[src/sv/assert_macros.svh]
// ----------------------------------------------------------------------------
// assert_macros.svh
// Assertion macros shared by the supervisor RTL.
// ----------------------------------------------------------------------------
`ifndef ASSERT_MACROS_SVH
`define ASSERT_MACROS_SVH

// Same-cycle implication, checked on every rising clock edge outside reset.
`define CCPS_ASSERT_IMP(lbl, clk, rstn, ante, cons, msg) \
	lbl: assert property (@(posedge clk) disable iff (!(rstn)) (ante) |-> (cons)) \
		else $error(msg);

// Next-cycle implication, checked on every rising clock edge outside reset.
`define CCPS_ASSERT_NXT(lbl, clk, rstn, ante, cons, msg) \
	lbl: assert property (@(posedge clk) disable iff (!(rstn)) (ante) |=> (cons)) \
		else $error(msg);

`endif

[src/sv/ccps_pkg.sv]
// ----------------------------------------------------------------------------
// ccps_pkg
// Types, codes and constants of the charge configuration phase supervisor.
// ----------------------------------------------------------------------------
package ccps_pkg;

	localparam int TICK_BITS_DEF = 32;
	localparam int NOW_W         = 32;
	localparam int VOLT_W        = 16;
	localparam int MS_W          = 16;
	localparam int FAULT_W       = 7;
	localparam int CFG_IDX_W     = 3;
	localparam int CFG_DATA_W    = 16;
	localparam int IN_TDATA_W    = 80;
	localparam int OUT_TDATA_W   = 16;

	// Register reset values
	localparam logic [VOLT_W-1:0] MODULE_MIN_VOLT_RST    = 16'd2000;
	localparam logic [VOLT_W-1:0] MODULE_MAX_VOLT_RST    = 16'd7500;
	localparam logic              PROTOCOL_2011_RST      = 1'b0;
	localparam logic [MS_W-1:0]   RECOG_PERIOD_MS_RST    = 16'd250;
	localparam logic [MS_W-1:0]   PARAM_TIMEOUT_MS_RST   = 16'd5000;
	localparam logic [MS_W-1:0]   REREQUEST_AFTER_MS_RST = 16'd2000;
	localparam logic [MS_W-1:0]   CC_DEBOUNCE_MS_RST     = 16'd200;

	// Code sent in the recognition frame; framing lives outside this block.
	localparam logic [7:0] RECOG_CODE = 8'hAA;

	typedef enum logic [CFG_IDX_W-1:0] {
		CFG_MODULE_MIN_VOLT    = 3'd0,
		CFG_MODULE_MAX_VOLT    = 3'd1,
		CFG_PROTOCOL_2011      = 3'd2,
		CFG_RECOG_PERIOD_MS    = 3'd3,
		CFG_PARAM_TIMEOUT_MS   = 3'd4,
		CFG_REREQUEST_AFTER_MS = 3'd5,
		CFG_CC_DEBOUNCE_MS     = 3'd6
	} cfg_idx_t;

	typedef enum logic {
		OP_ENTER = 1'b0,
		OP_POLL  = 1'b1
	} opcode_t;

	typedef enum logic [2:0] {
		PH_STAY         = 3'd0,
		PH_COMM_BREAK   = 3'd1,
		PH_CHARGE_STOP  = 3'd2,
		PH_WAIT_BATTERY = 3'd3,
		PH_CHARGE_BREAK = 3'd4
	} phase_t;

	typedef enum logic [3:0] {
		RS_NONE          = 4'd0,
		RS_START_OVER_BAT = 4'd1,
		RS_START_OVER_MOD = 4'd2,
		RS_MODMIN_OVER_BAT = 4'd3,
		RS_CANCEL        = 4'd4,
		RS_CC_OPEN       = 4'd5,
		RS_EMERGENCY     = 4'd6,
		RS_DOOR          = 4'd7,
		RS_CONTACTOR     = 4'd8,
		RS_INPUT_VOLT    = 4'd9,
		RS_NO_MODULE     = 4'd10,
		RS_METER         = 4'd11
	} reason_t;

	typedef struct packed {
		logic [VOLT_W-1:0] module_min_volt;
		logic [VOLT_W-1:0] module_max_volt;
		logic              protocol_2011;
		logic [MS_W-1:0]   recog_period_ms;
		logic [MS_W-1:0]   param_timeout_ms;
		logic [MS_W-1:0]   rerequest_after_ms;
		logic [MS_W-1:0]   cc_debounce_ms;
	} cfg_t;

	// Declared top field first so that now_ms lands in the lowest bits of tdata.
	typedef struct packed {
		logic               key_off_latched;
		logic [FAULT_W-1:0] fault_bits;
		logic               cc_connected;
		logic               charge_enable;
		logic               bem_valid;
		logic [VOLT_W-1:0]  bat_max_volt;
		logic [VOLT_W-1:0]  bat_start_volt;
		logic               bcp_valid;
		logic [NOW_W-1:0]   now_ms;
	} item_t;

	typedef struct packed {
		logic    volt_fault_flags;
		reason_t stop_reason;
		phase_t  next_phase;
		logic    param_timeout_flag;
		logic    send_rerequest;
		logic    send_recognition;
	} result_t;

	localparam int ITEM_W   = $bits(item_t);
	localparam int RESULT_W = $bits(result_t);

	// Stop reason for each pillar fault bit; both contactor bits share one code.
	function automatic reason_t fault_reason(input logic [2:0] bit_idx);
		reason_t r;
		unique case (bit_idx)
			3'd0:    r = RS_EMERGENCY;
			3'd1:    r = RS_DOOR;
			3'd2:    r = RS_CONTACTOR;
			3'd3:    r = RS_CONTACTOR;
			3'd4:    r = RS_INPUT_VOLT;
			3'd5:    r = RS_NO_MODULE;
			3'd6:    r = RS_METER;
			default: r = RS_NONE;
		endcase
		return r;
	endfunction

endpackage

[src/sv/ccps_cfg_regs.sv]
// ----------------------------------------------------------------------------
// ccps_cfg_regs
// Configuration register file written through the plain write port.
// ----------------------------------------------------------------------------
module ccps_cfg_regs
	import ccps_pkg::*;
(
	input  logic                  clk,
	input  logic                  arst_n,
	input  logic                  cfg_we,
	input  logic [CFG_IDX_W-1:0]  cfg_index,
	input  logic [CFG_DATA_W-1:0] cfg_wdata,
	output cfg_t                  cfg
);

	cfg_t cfg_q;

	always_ff @(posedge clk or negedge arst_n) begin
		if (!arst_n) begin
			cfg_q.module_min_volt    <= MODULE_MIN_VOLT_RST;
			cfg_q.module_max_volt    <= MODULE_MAX_VOLT_RST;
			cfg_q.protocol_2011      <= PROTOCOL_2011_RST;
			cfg_q.recog_period_ms    <= RECOG_PERIOD_MS_RST;
			cfg_q.param_timeout_ms   <= PARAM_TIMEOUT_MS_RST;
			cfg_q.rerequest_after_ms <= REREQUEST_AFTER_MS_RST;
			cfg_q.cc_debounce_ms     <= CC_DEBOUNCE_MS_RST;
		end else if (cfg_we) begin
			// Indices past the list are ignored.
			unique case (cfg_index)
				CFG_MODULE_MIN_VOLT:    cfg_q.module_min_volt    <= cfg_wdata;
				CFG_MODULE_MAX_VOLT:    cfg_q.module_max_volt    <= cfg_wdata;
				CFG_PROTOCOL_2011:      cfg_q.protocol_2011      <= cfg_wdata[0];
				CFG_RECOG_PERIOD_MS:    cfg_q.recog_period_ms    <= cfg_wdata;
				CFG_PARAM_TIMEOUT_MS:   cfg_q.param_timeout_ms   <= cfg_wdata;
				CFG_REREQUEST_AFTER_MS: cfg_q.rerequest_after_ms <= cfg_wdata;
				CFG_CC_DEBOUNCE_MS:     cfg_q.cc_debounce_ms     <= cfg_wdata;
				default: ;
			endcase
		end
	end

	assign cfg = cfg_q;

endmodule

[src/sv/ccps_step.sv]
// ----------------------------------------------------------------------------
// ccps_step
// Timer state and single-pass decision logic for one enter or poll item.
// ----------------------------------------------------------------------------
module ccps_step
	import ccps_pkg::*;
#(
	parameter int TICK_BITS = TICK_BITS_DEF
)(
	input  logic    clk,
	input  logic    arst_n,
	input  logic    fire,
	input  opcode_t opcode,
	input  item_t   item,
	input  cfg_t    cfg,
	output result_t res
);

	localparam int CW = TICK_BITS + 1;

	logic [TICK_BITS-1:0] last_recog_q, param_wait_q, cc_since_q;
	logic                 first_send_q, cc_active_q, flag_q;

	logic [TICK_BITS-1:0] now_t, recog_d, param_wait_eff, param_d, cc_since_eff, cc_d;
	logic                 recog_due, first_now, timeout, rereq, flag_next;
	logic                 volt_pass, cc_mid, cc_trip;
	result_t              poll_res;

	assign now_t     = item.now_ms[TICK_BITS-1:0];
	assign recog_d   = now_t - last_recog_q;
	assign recog_due = recog_d > TICK_BITS'(cfg.recog_period_ms);
	assign first_now = recog_due && !first_send_q;

	// The parameter wait restarts at the first recognition frame.
	assign param_wait_eff = first_now ? now_t : param_wait_q;
	assign param_d        = now_t - param_wait_eff;
	assign timeout        = param_d > TICK_BITS'(cfg.param_timeout_ms);
	assign rereq          = !timeout && cfg.protocol_2011 &&
		(param_d > TICK_BITS'(cfg.rerequest_after_ms));
	assign flag_next      = timeout | (rereq & flag_q);

	assign volt_pass = !(item.bat_start_volt > item.bat_max_volt) &&
		!(item.bat_start_volt > cfg.module_max_volt) &&
		!(cfg.module_min_volt > item.bat_max_volt);

	// CC open must last longer than twice the debounce setting.
	assign cc_mid       = !item.cc_connected;
	assign cc_since_eff = (cc_mid && !cc_active_q) ? now_t : cc_since_q;
	assign cc_d         = now_t - cc_since_eff;
	assign cc_trip      = cc_mid && (CW'(cc_d) > CW'({cfg.cc_debounce_ms, 1'b0}));

	always_comb begin
		poll_res                    = '0;
		poll_res.send_recognition   = recog_due;
		poll_res.send_rerequest     = rereq;
		poll_res.param_timeout_flag = flag_next;
		poll_res.next_phase         = timeout ? PH_COMM_BREAK : PH_STAY;
		poll_res.stop_reason        = RS_NONE;
		if (item.bcp_valid) begin
			if (item.bat_start_volt > item.bat_max_volt) begin
				poll_res.stop_reason      = RS_START_OVER_BAT;
				poll_res.next_phase       = PH_CHARGE_STOP;
				poll_res.volt_fault_flags = 1'b1;
			end else if (item.bat_start_volt > cfg.module_max_volt) begin
				poll_res.stop_reason      = RS_START_OVER_MOD;
				poll_res.next_phase       = PH_CHARGE_STOP;
				poll_res.volt_fault_flags = 1'b1;
			end else if (cfg.module_min_volt > item.bat_max_volt) begin
				poll_res.stop_reason      = RS_MODMIN_OVER_BAT;
				poll_res.next_phase       = PH_CHARGE_STOP;
				poll_res.volt_fault_flags = 1'b1;
			end else begin
				poll_res.next_phase = PH_WAIT_BATTERY;
			end
		end
		if (item.bem_valid) begin
			poll_res.next_phase = PH_COMM_BREAK;
		end
		if (!item.charge_enable) begin
			// A latched key-off keeps its reason unless a voltage check fired.
			if (!item.key_off_latched || (poll_res.stop_reason != RS_NONE)) begin
				poll_res.stop_reason = RS_CANCEL;
			end
			poll_res.next_phase = PH_CHARGE_STOP;
		end
		if (cc_trip) begin
			poll_res.stop_reason = RS_CC_OPEN;
			poll_res.next_phase  = PH_CHARGE_BREAK;
		end
		// Higher fault bits take precedence over lower ones.
		for (int b = 0; b < FAULT_W; b++) begin
			if (item.fault_bits[b]) begin
				poll_res.stop_reason = fault_reason(3'(b));
				poll_res.next_phase  = PH_CHARGE_BREAK;
			end
		end
	end

	always_comb begin
		case (opcode)
			OP_POLL: res = poll_res;
			default: begin
				res                    = '0;
				res.param_timeout_flag = flag_q;
			end
		endcase
	end

	always_ff @(posedge clk or negedge arst_n) begin
		if (!arst_n) begin
			last_recog_q <= '0;
			param_wait_q <= '0;
			cc_since_q   <= '0;
			first_send_q <= 1'b0;
			cc_active_q  <= 1'b0;
			flag_q       <= 1'b0;
		end else if (fire) begin
			case (opcode)
				OP_POLL: begin
					if (item.bcp_valid && volt_pass) begin
						last_recog_q <= '0;
					end else if (recog_due) begin
						last_recog_q <= now_t;
					end
					param_wait_q <= param_wait_eff;
					first_send_q <= first_send_q | recog_due;
					flag_q       <= flag_next;
					cc_since_q   <= cc_since_eff;
					cc_active_q  <= cc_mid && !cc_trip;
				end
				default: begin
					param_wait_q <= now_t;
					first_send_q <= 1'b0;
					cc_since_q   <= '0;
					cc_active_q  <= 1'b0;
				end
			endcase
		end
	end

endmodule

[src/sv/charge_config_phase_supervisor.sv]
// ----------------------------------------------------------------------------
// charge_config_phase_supervisor
// Configuration phase supervisor of a DC charger: recognition pacing,
// parameter timeout and re-request, voltage checks and stop priority.
// ----------------------------------------------------------------------------
//
//  Channel   Direction  Beat contents
//  -------   ---------  -----------------------------------------------------
//  s_axis    in         tuser = opcode; tdata = item fields, now_ms lowest
//  m_axis    out        tdata = result flags, phase and stop reason
//  cfg       in         one register write per cycle with cfg_we high
//
//  An accepted item is held in the input register, then passes through the decision
//  logic into the result register, from which the result is offered. A new item may
//  be accepted every cycle while the output does not stall, and the timer state is
//  updated as an item leaves the input register.
//  An output stall holds the result register; the input register takes one more
//  beat, then the input side is held back. arst_n clears valid flags and state.
//
module charge_config_phase_supervisor
	import ccps_pkg::*;
#(
	parameter int TICK_BITS = TICK_BITS_DEF
)(
	input  logic                   clk,
	input  logic                   arst_n,
	// Input stream
	input  logic                   s_axis_tvalid,
	output logic                   s_axis_tready,
	// [31:0] now_ms, [32] bcp_valid, [48:33] bat_start_volt,
	// [64:49] bat_max_volt, [65] bem_valid, [66] charge_enable,
	// [67] cc_connected, [74:68] fault_bits, [75] key_off_latched, [79:76] zero
	input  logic [IN_TDATA_W-1:0]  s_axis_tdata,
	// [0] opcode
	input  logic                   s_axis_tuser,
	// Result stream
	output logic                   m_axis_tvalid,
	input  logic                   m_axis_tready,
	// [0] send_recognition, [1] send_rerequest, [2] param_timeout_flag,
	// [5:3] next_phase, [9:6] stop_reason, [10] volt_fault_flags, [15:11] zero
	output logic [OUT_TDATA_W-1:0] m_axis_tdata,
	// Configuration write port
	input  logic                   cfg_we,
	input  logic [CFG_IDX_W-1:0]   cfg_index,
	input  logic [CFG_DATA_W-1:0]  cfg_wdata
);

	cfg_t    cfg;
	item_t   item_s1;
	opcode_t op_s1;
	logic    valid_s1;
	result_t step_res;
	result_t res_q;
	logic    out_valid_q;
	logic    advance;

	ccps_cfg_regs u_cfg (
		.clk       (clk),
		.arst_n    (arst_n),
		.cfg_we    (cfg_we),
		.cfg_index (cfg_index),
		.cfg_wdata (cfg_wdata),
		.cfg       (cfg)
	);

	// The held item moves on whenever the result register is free or draining.
	assign advance       = valid_s1 && (!out_valid_q || m_axis_tready);
	assign s_axis_tready = !valid_s1 || advance;

	always_ff @(posedge clk or negedge arst_n) begin
		if (!arst_n) begin
			valid_s1 <= 1'b0;
		end else if (s_axis_tready) begin
			valid_s1 <= s_axis_tvalid;
		end
	end

	// Payload registers need no reset.
	always_ff @(posedge clk) begin
		if (s_axis_tready && s_axis_tvalid) begin
			item_s1 <= item_t'(s_axis_tdata[ITEM_W-1:0]);
			op_s1   <= opcode_t'(s_axis_tuser);
		end
	end

	ccps_step #(
		.TICK_BITS (TICK_BITS)
	) u_step (
		.clk    (clk),
		.arst_n (arst_n),
		.fire   (advance),
		.opcode (op_s1),
		.item   (item_s1),
		.cfg    (cfg),
		.res    (step_res)
	);

	always_ff @(posedge clk or negedge arst_n) begin
		if (!arst_n) begin
			out_valid_q <= 1'b0;
		end else if (advance) begin
			out_valid_q <= 1'b1;
		end else if (m_axis_tready) begin
			out_valid_q <= 1'b0;
		end
	end

	always_ff @(posedge clk) begin
		if (advance) begin
			res_q <= step_res;
		end
	end

	assign m_axis_tvalid = out_valid_q;
	assign m_axis_tdata  = {(OUT_TDATA_W - RESULT_W)'(0), res_q};

	// ------------------------------------------------------------------------
	// Assertions
	// ------------------------------------------------------------------------
`include "assert_macros.svh"

	`CCPS_ASSERT_NXT(a_advance_fills_out, clk, arst_n, advance, out_valid_q, "result beat lost after advance")
	`CCPS_ASSERT_IMP(a_ready_only_blocked_when_full, clk, arst_n, !s_axis_tready, valid_s1, "input held back with empty input register")
	`CCPS_ASSERT_IMP(a_vflag_has_reason, clk, arst_n, out_valid_q && res_q.volt_fault_flags, res_q.stop_reason != RS_NONE, "voltage fault without stop reason")
	`CCPS_ASSERT_IMP(a_cc_open_breaks, clk, arst_n, out_valid_q && (res_q.stop_reason == RS_CC_OPEN), res_q.next_phase == PH_CHARGE_BREAK, "CC open without charge break")

endmodule
[config.mk]
export PLATFORM = sky130hd
export DESIGN_NAME = charge_config_phase_supervisor
export DESIGN_NICKNAME = d
export VERILOG_FILES = /design/src/sv/ccps_pkg.sv /design/src/sv/ccps_cfg_regs.sv /design/src/sv/ccps_step.sv /design/src/sv/charge_config_phase_supervisor.sv
export VERILOG_INCLUDE_DIRS = /design/src /design/src/sv
export SDC_FILE = /design/constraint.sdc
export NUM_CORES = 1
export LEC_CHECK = 0
export BUFFER_PORTS_ARGS = -buffer_cell sky130_fd_sc_hd__buf_4
export CAP_MARGIN = 20
export CORE_ASPECT_RATIO = 0.5
export CORE_UTILIZATION = 62
export DETAILED_ROUTE_END_ITERATION = 10
export PLACE_DENSITY = 0.83
export SLEW_MARGIN = 20
export SYNTH_ARGS = -nofsm -noshare
export SYNTH_HDL_FRONTEND = slang
export SYNTH_SLANG_ARGS = --single-unit
[constraint.sdc]
create_clock -name clk -period 12.79 [get_ports clk]
set_input_delay 1.279 -clock clk [delete_from_list [all_inputs] [get_ports clk]]
set_output_delay 1.279 -clock clk [all_outputs]
set_load 0.01 [all_outputs]
==> flow_summary.ini <==
[run_status]
status = completed

[logic_synthesis]
synth_ff_type = dfrtp_1
ys_warn_count = 0
synth_area_um2 = 19600
ys_seq_area_share_pct = 39.0
synth-edff-count = 88
async_reset_ff_share_pct = 69.2
synth.largest_area_cell = dfrtp_1
yosys.cell_types.count = 88
yosysTopAreaCellShare_pct = 21.1
yosys_register_bits = 286
synth_area_leaders = dfrtp_1 (21%), edfxtp_1 (13%), ha_1 (13%), mux2_2 (5.8%), nand2_1 (4.5%)
postSynthCellCount = 2070
avgSynthCellArea_um2 = 9.47

[clock_tree]
cts_hold_buf = 0
cts_tree = yes
cts-root-buf = clkbuf_16
clock_latency_ns = 0.59
cts.sinks = 286
clk_pin_slew_worst_paths_ns = 0.07
cts_buffer_depth = 3
htreeDepth = 1
cts_buffers = 28

[cells_and_area]
drive_gt1_share_pct = 15.5
area_growth_pct = 11.7
antenna_cells = 0
utilization_pct = 71.3
num-fill-cells = 2310
layout.nets = 2475
fin_cells = 2610
multiInputGateArea_um2 = 11100
seq_area_um2 = 7640

[routing]
drt_iter0_drc = 1438
routed_wl_um = 50500
drtPass1Iterations = 5
wl_per_cell_um = 19.4
drc = 0
vias_per_cell = 6.12
vias = 16000
ant_nets = 0

[sta]
hold_slack_ns = 0.479
rsz0062_at_grt = no
fmax_mhz = 84.4
final-hold-violation-count = 0
tns_ns = 0
layout_worst_path_cycle_share_pct = 92.6
tightest_slew_ns = 1.06
drv_slew = 0
fin_crit_ns = 11.85
clock_skew_ns = 0.0280
slew-limit-headroom_pct = 29.3
setup_viol = 0

[critical_path]
cp_slowest_stage_delay_ns = 0.42
cp_common_cell = o21ai_0
rrSetupSlack_ns = 0.94
crit_slowest_cell = xor2_1
critPathArrivalTime_ns = 12.17
r2r_cells = 51
cp.required_ns = 13.11
endpoint_kind = flip-flop
path_class = reg2reg
startpoint_type = flip-flop
cp_max_fo = 8
regToRegStartpoint = item_s1[0]
startpoint = item_s1[0]
rr_endpoint = m_axis_tdata[2]

[global_route]
grtUsageTotal_pct = 31.4
grt_antenna_before_repair = 0
grt_max_degree = 83
grt_pass1_wl_um = 79900
grt_pass1_vias = 15100
overflow = 0

[die]
die_width_um = 253
start_util_pct = 63.9
die_area_um2 = 32400
core_um2 = 30700
die_h_um = 128
io_pins = 123
std_cell_rows = 45

[power]
peakVddDrop_mv = 0.127
powerDensity_nw_per_um2 = 167
leakagePower_nw = 9.86
power.total_mw = 3.65

[place]
port_buffers = 113
placedCellCount = 2556
place_congestion = 0.933
dp_hpwl_um = 37300

[hold_path]
min_to = u_step.cc_since_q[27]
min_from = u_step.cc_since_q[27]
hold_class = reg2reg
holdPathStages = 2

[run]
drv_cap = 0
placed cells by master (no fill, tap or decap), types with 5 or more instances in the layout:
| cell | n |
|---|---|
| xnor2_1 | 29 |
| clkinv_2 | 6 |
| nand2b_1 | 31 |
| nor3_1 | 32 |
| xor2_1 | 25 |
| nand4_1 | 45 |
| a21boi_0 | 7 |
| mux2i_1 | 64 |
| o21a_1 | 39 |
| nand2_1 | 234 |
| nand4b_1 | 6 |
| inv_1 | 174 |
| a21o_1 | 51 |
| conb_1 | 5 |
| nor3b_1 | 5 |
| o21ai_0 | 157 |
| dfstp_2 | 33 |
| mux2_2 | 101 |
| o21bai_1 | 7 |
| or3_1 | 6 |
| o2111ai_1 | 10 |
| nor4_1 | 13 |
| buf_4 | 127 |
| a31oi_1 | 16 |
| o211ai_1 | 17 |
| nand3_1 | 16 |
| a21oi_1 | 150 |
| nor2b_1 | 25 |
| o22ai_1 | 5 |
| nor2_1 | 98 |
| a211oi_1 | 13 |
| o41ai_1 | 5 |
| and3_1 | 13 |
| clkbuf_1 | 7 |
| a211o_1 | 5 |
| dfrtp_1 | 165 |
| ha_1 | 202 |
| edfxtp_1 | 88 |
| and2_1 | 8 |
| clkbuf_16 | 29 |
cell type report:
cell class,count,share of cell area [%]
Inverter,176,3.02
Clock inverter,12,0.629
Multi-Input combinational cell,1542,50.7
Tap cell,423,2.42
Clock buffer,40,3.65
Sequential cell,286,34.9
Timing Repair Buffer,131,4.69
sequential cells by signal, indices dropped and copies added, names as in the netlist, 11 cells and up:
signal / count
u_cfg.cfg: 97
item_s1: 76
u_step.cc_since_q: 32
u_step.last_recog_q: 32
u_step.param_wait_q: 32
m_axis_tdata: 11
timing repair:
| item | CTS | global route |
|---|---|---|
| setup buffers | 0 | 0 |
| gates resized for setup | 0 | 2 |
| setup endpoints to repair | 0 | 4 |
worst max-delay path: cells and delay by family (launching register included):
family          cells  cell delay (ns)
simple gates       17             3.22
flops               1             0.41
xor+xnor            2             0.75
fa+ha+maj           6             1.95
compound gates     21             4.41
buf+inv             4             0.58
mux                 1             0.30
power breakdown:
group	leakage (nW)	internal [mW]	switching (mW)
Combinational	6.18	0.655	0.933
Sequential	3.22	1.11	0.0950
Clock	0.461	0.478	0.379
how the worst max path moves through the flow:
stage / slack, ns / cells past startpoint / endpoint
floorplan: 2.82 / 50 / m_axis_tdata[2]
global placement: 1.22 / 51 / m_axis_tdata[2]
detailed placement: 1.02 / 50 / m_axis_tdata[2]
CTS: 0.96 / 51 / m_axis_tdata[2]
global route: 0.09 / 51 / m_axis_tdata[2]
finish: 0.94 / 51 / m_axis_tdata[2]
synth_stat cells, types with 5 or more instances:
library cell / count
nor2b_1: 25
nor2_1: 101
a21oi_1: 151
mux2i_1: 64
nor4_1: 13
and3_1: 13
inv_1: 174
o21a_1: 39
clkbuf_1: 60
nor3_1: 34
nand3_1: 16
a211oi_1: 13
dfrtp_1: 165
and2_1: 9
buf_4: 5
o2111ai_1: 10
a2111oi_0: 5
o21bai_1: 7
o211ai_1: 17
xnor2_1: 29
dfstp_2: 33
nand2b_1: 31
a31oi_1: 16
a21o_1: 51
o22ai_1: 5
edfxtp_1: 88
a211o_1: 5
o21ai_0: 157
nand2_1: 234
xor2_1: 25
a21boi_0: 7
mux2_2: 101
nor3b_1: 7
ha_1: 202
o41ai_1: 5
nand4_1: 45
nand4b_1: 6
or3_1: 6
routing by layer:
metal / routed length, um / vias up / part of all wire (%) / track usage, %
met4: 1490 / 0 / 3.0 / 9.13
met3: 3670 / 105 / 7.3 / 5.42
li1: - / 7700 / - / -
met2: 22200 / 494 / 44 / 49.2
met1: 23200 / 7670 / 46 / 44.9
met5: 0 / - / 0 / 0
cell families after synthesis:
family	count (synthesis)	synth area share [%]
buffers and inverters	246	4.82
and+or+nand+nor	563	13.8
DFF	286	39.0
xor gates and xnor gates	55	2.50
other	1	0.0191
muxes	165	9.07
AOI/OAI and AO/OA	548	17.6
adders and majority gates	206	13.3
through the flow:
step	setup slack, ns	cell area [um^2]
after global placement	1.22	20900
after global routing	0.0943	21900
after CTS	0.956	21800
after detailed placement	1.02	20900
after floorplan	2.82	19600
final	0.940	21900
Power figures use the tool's default switching activity.
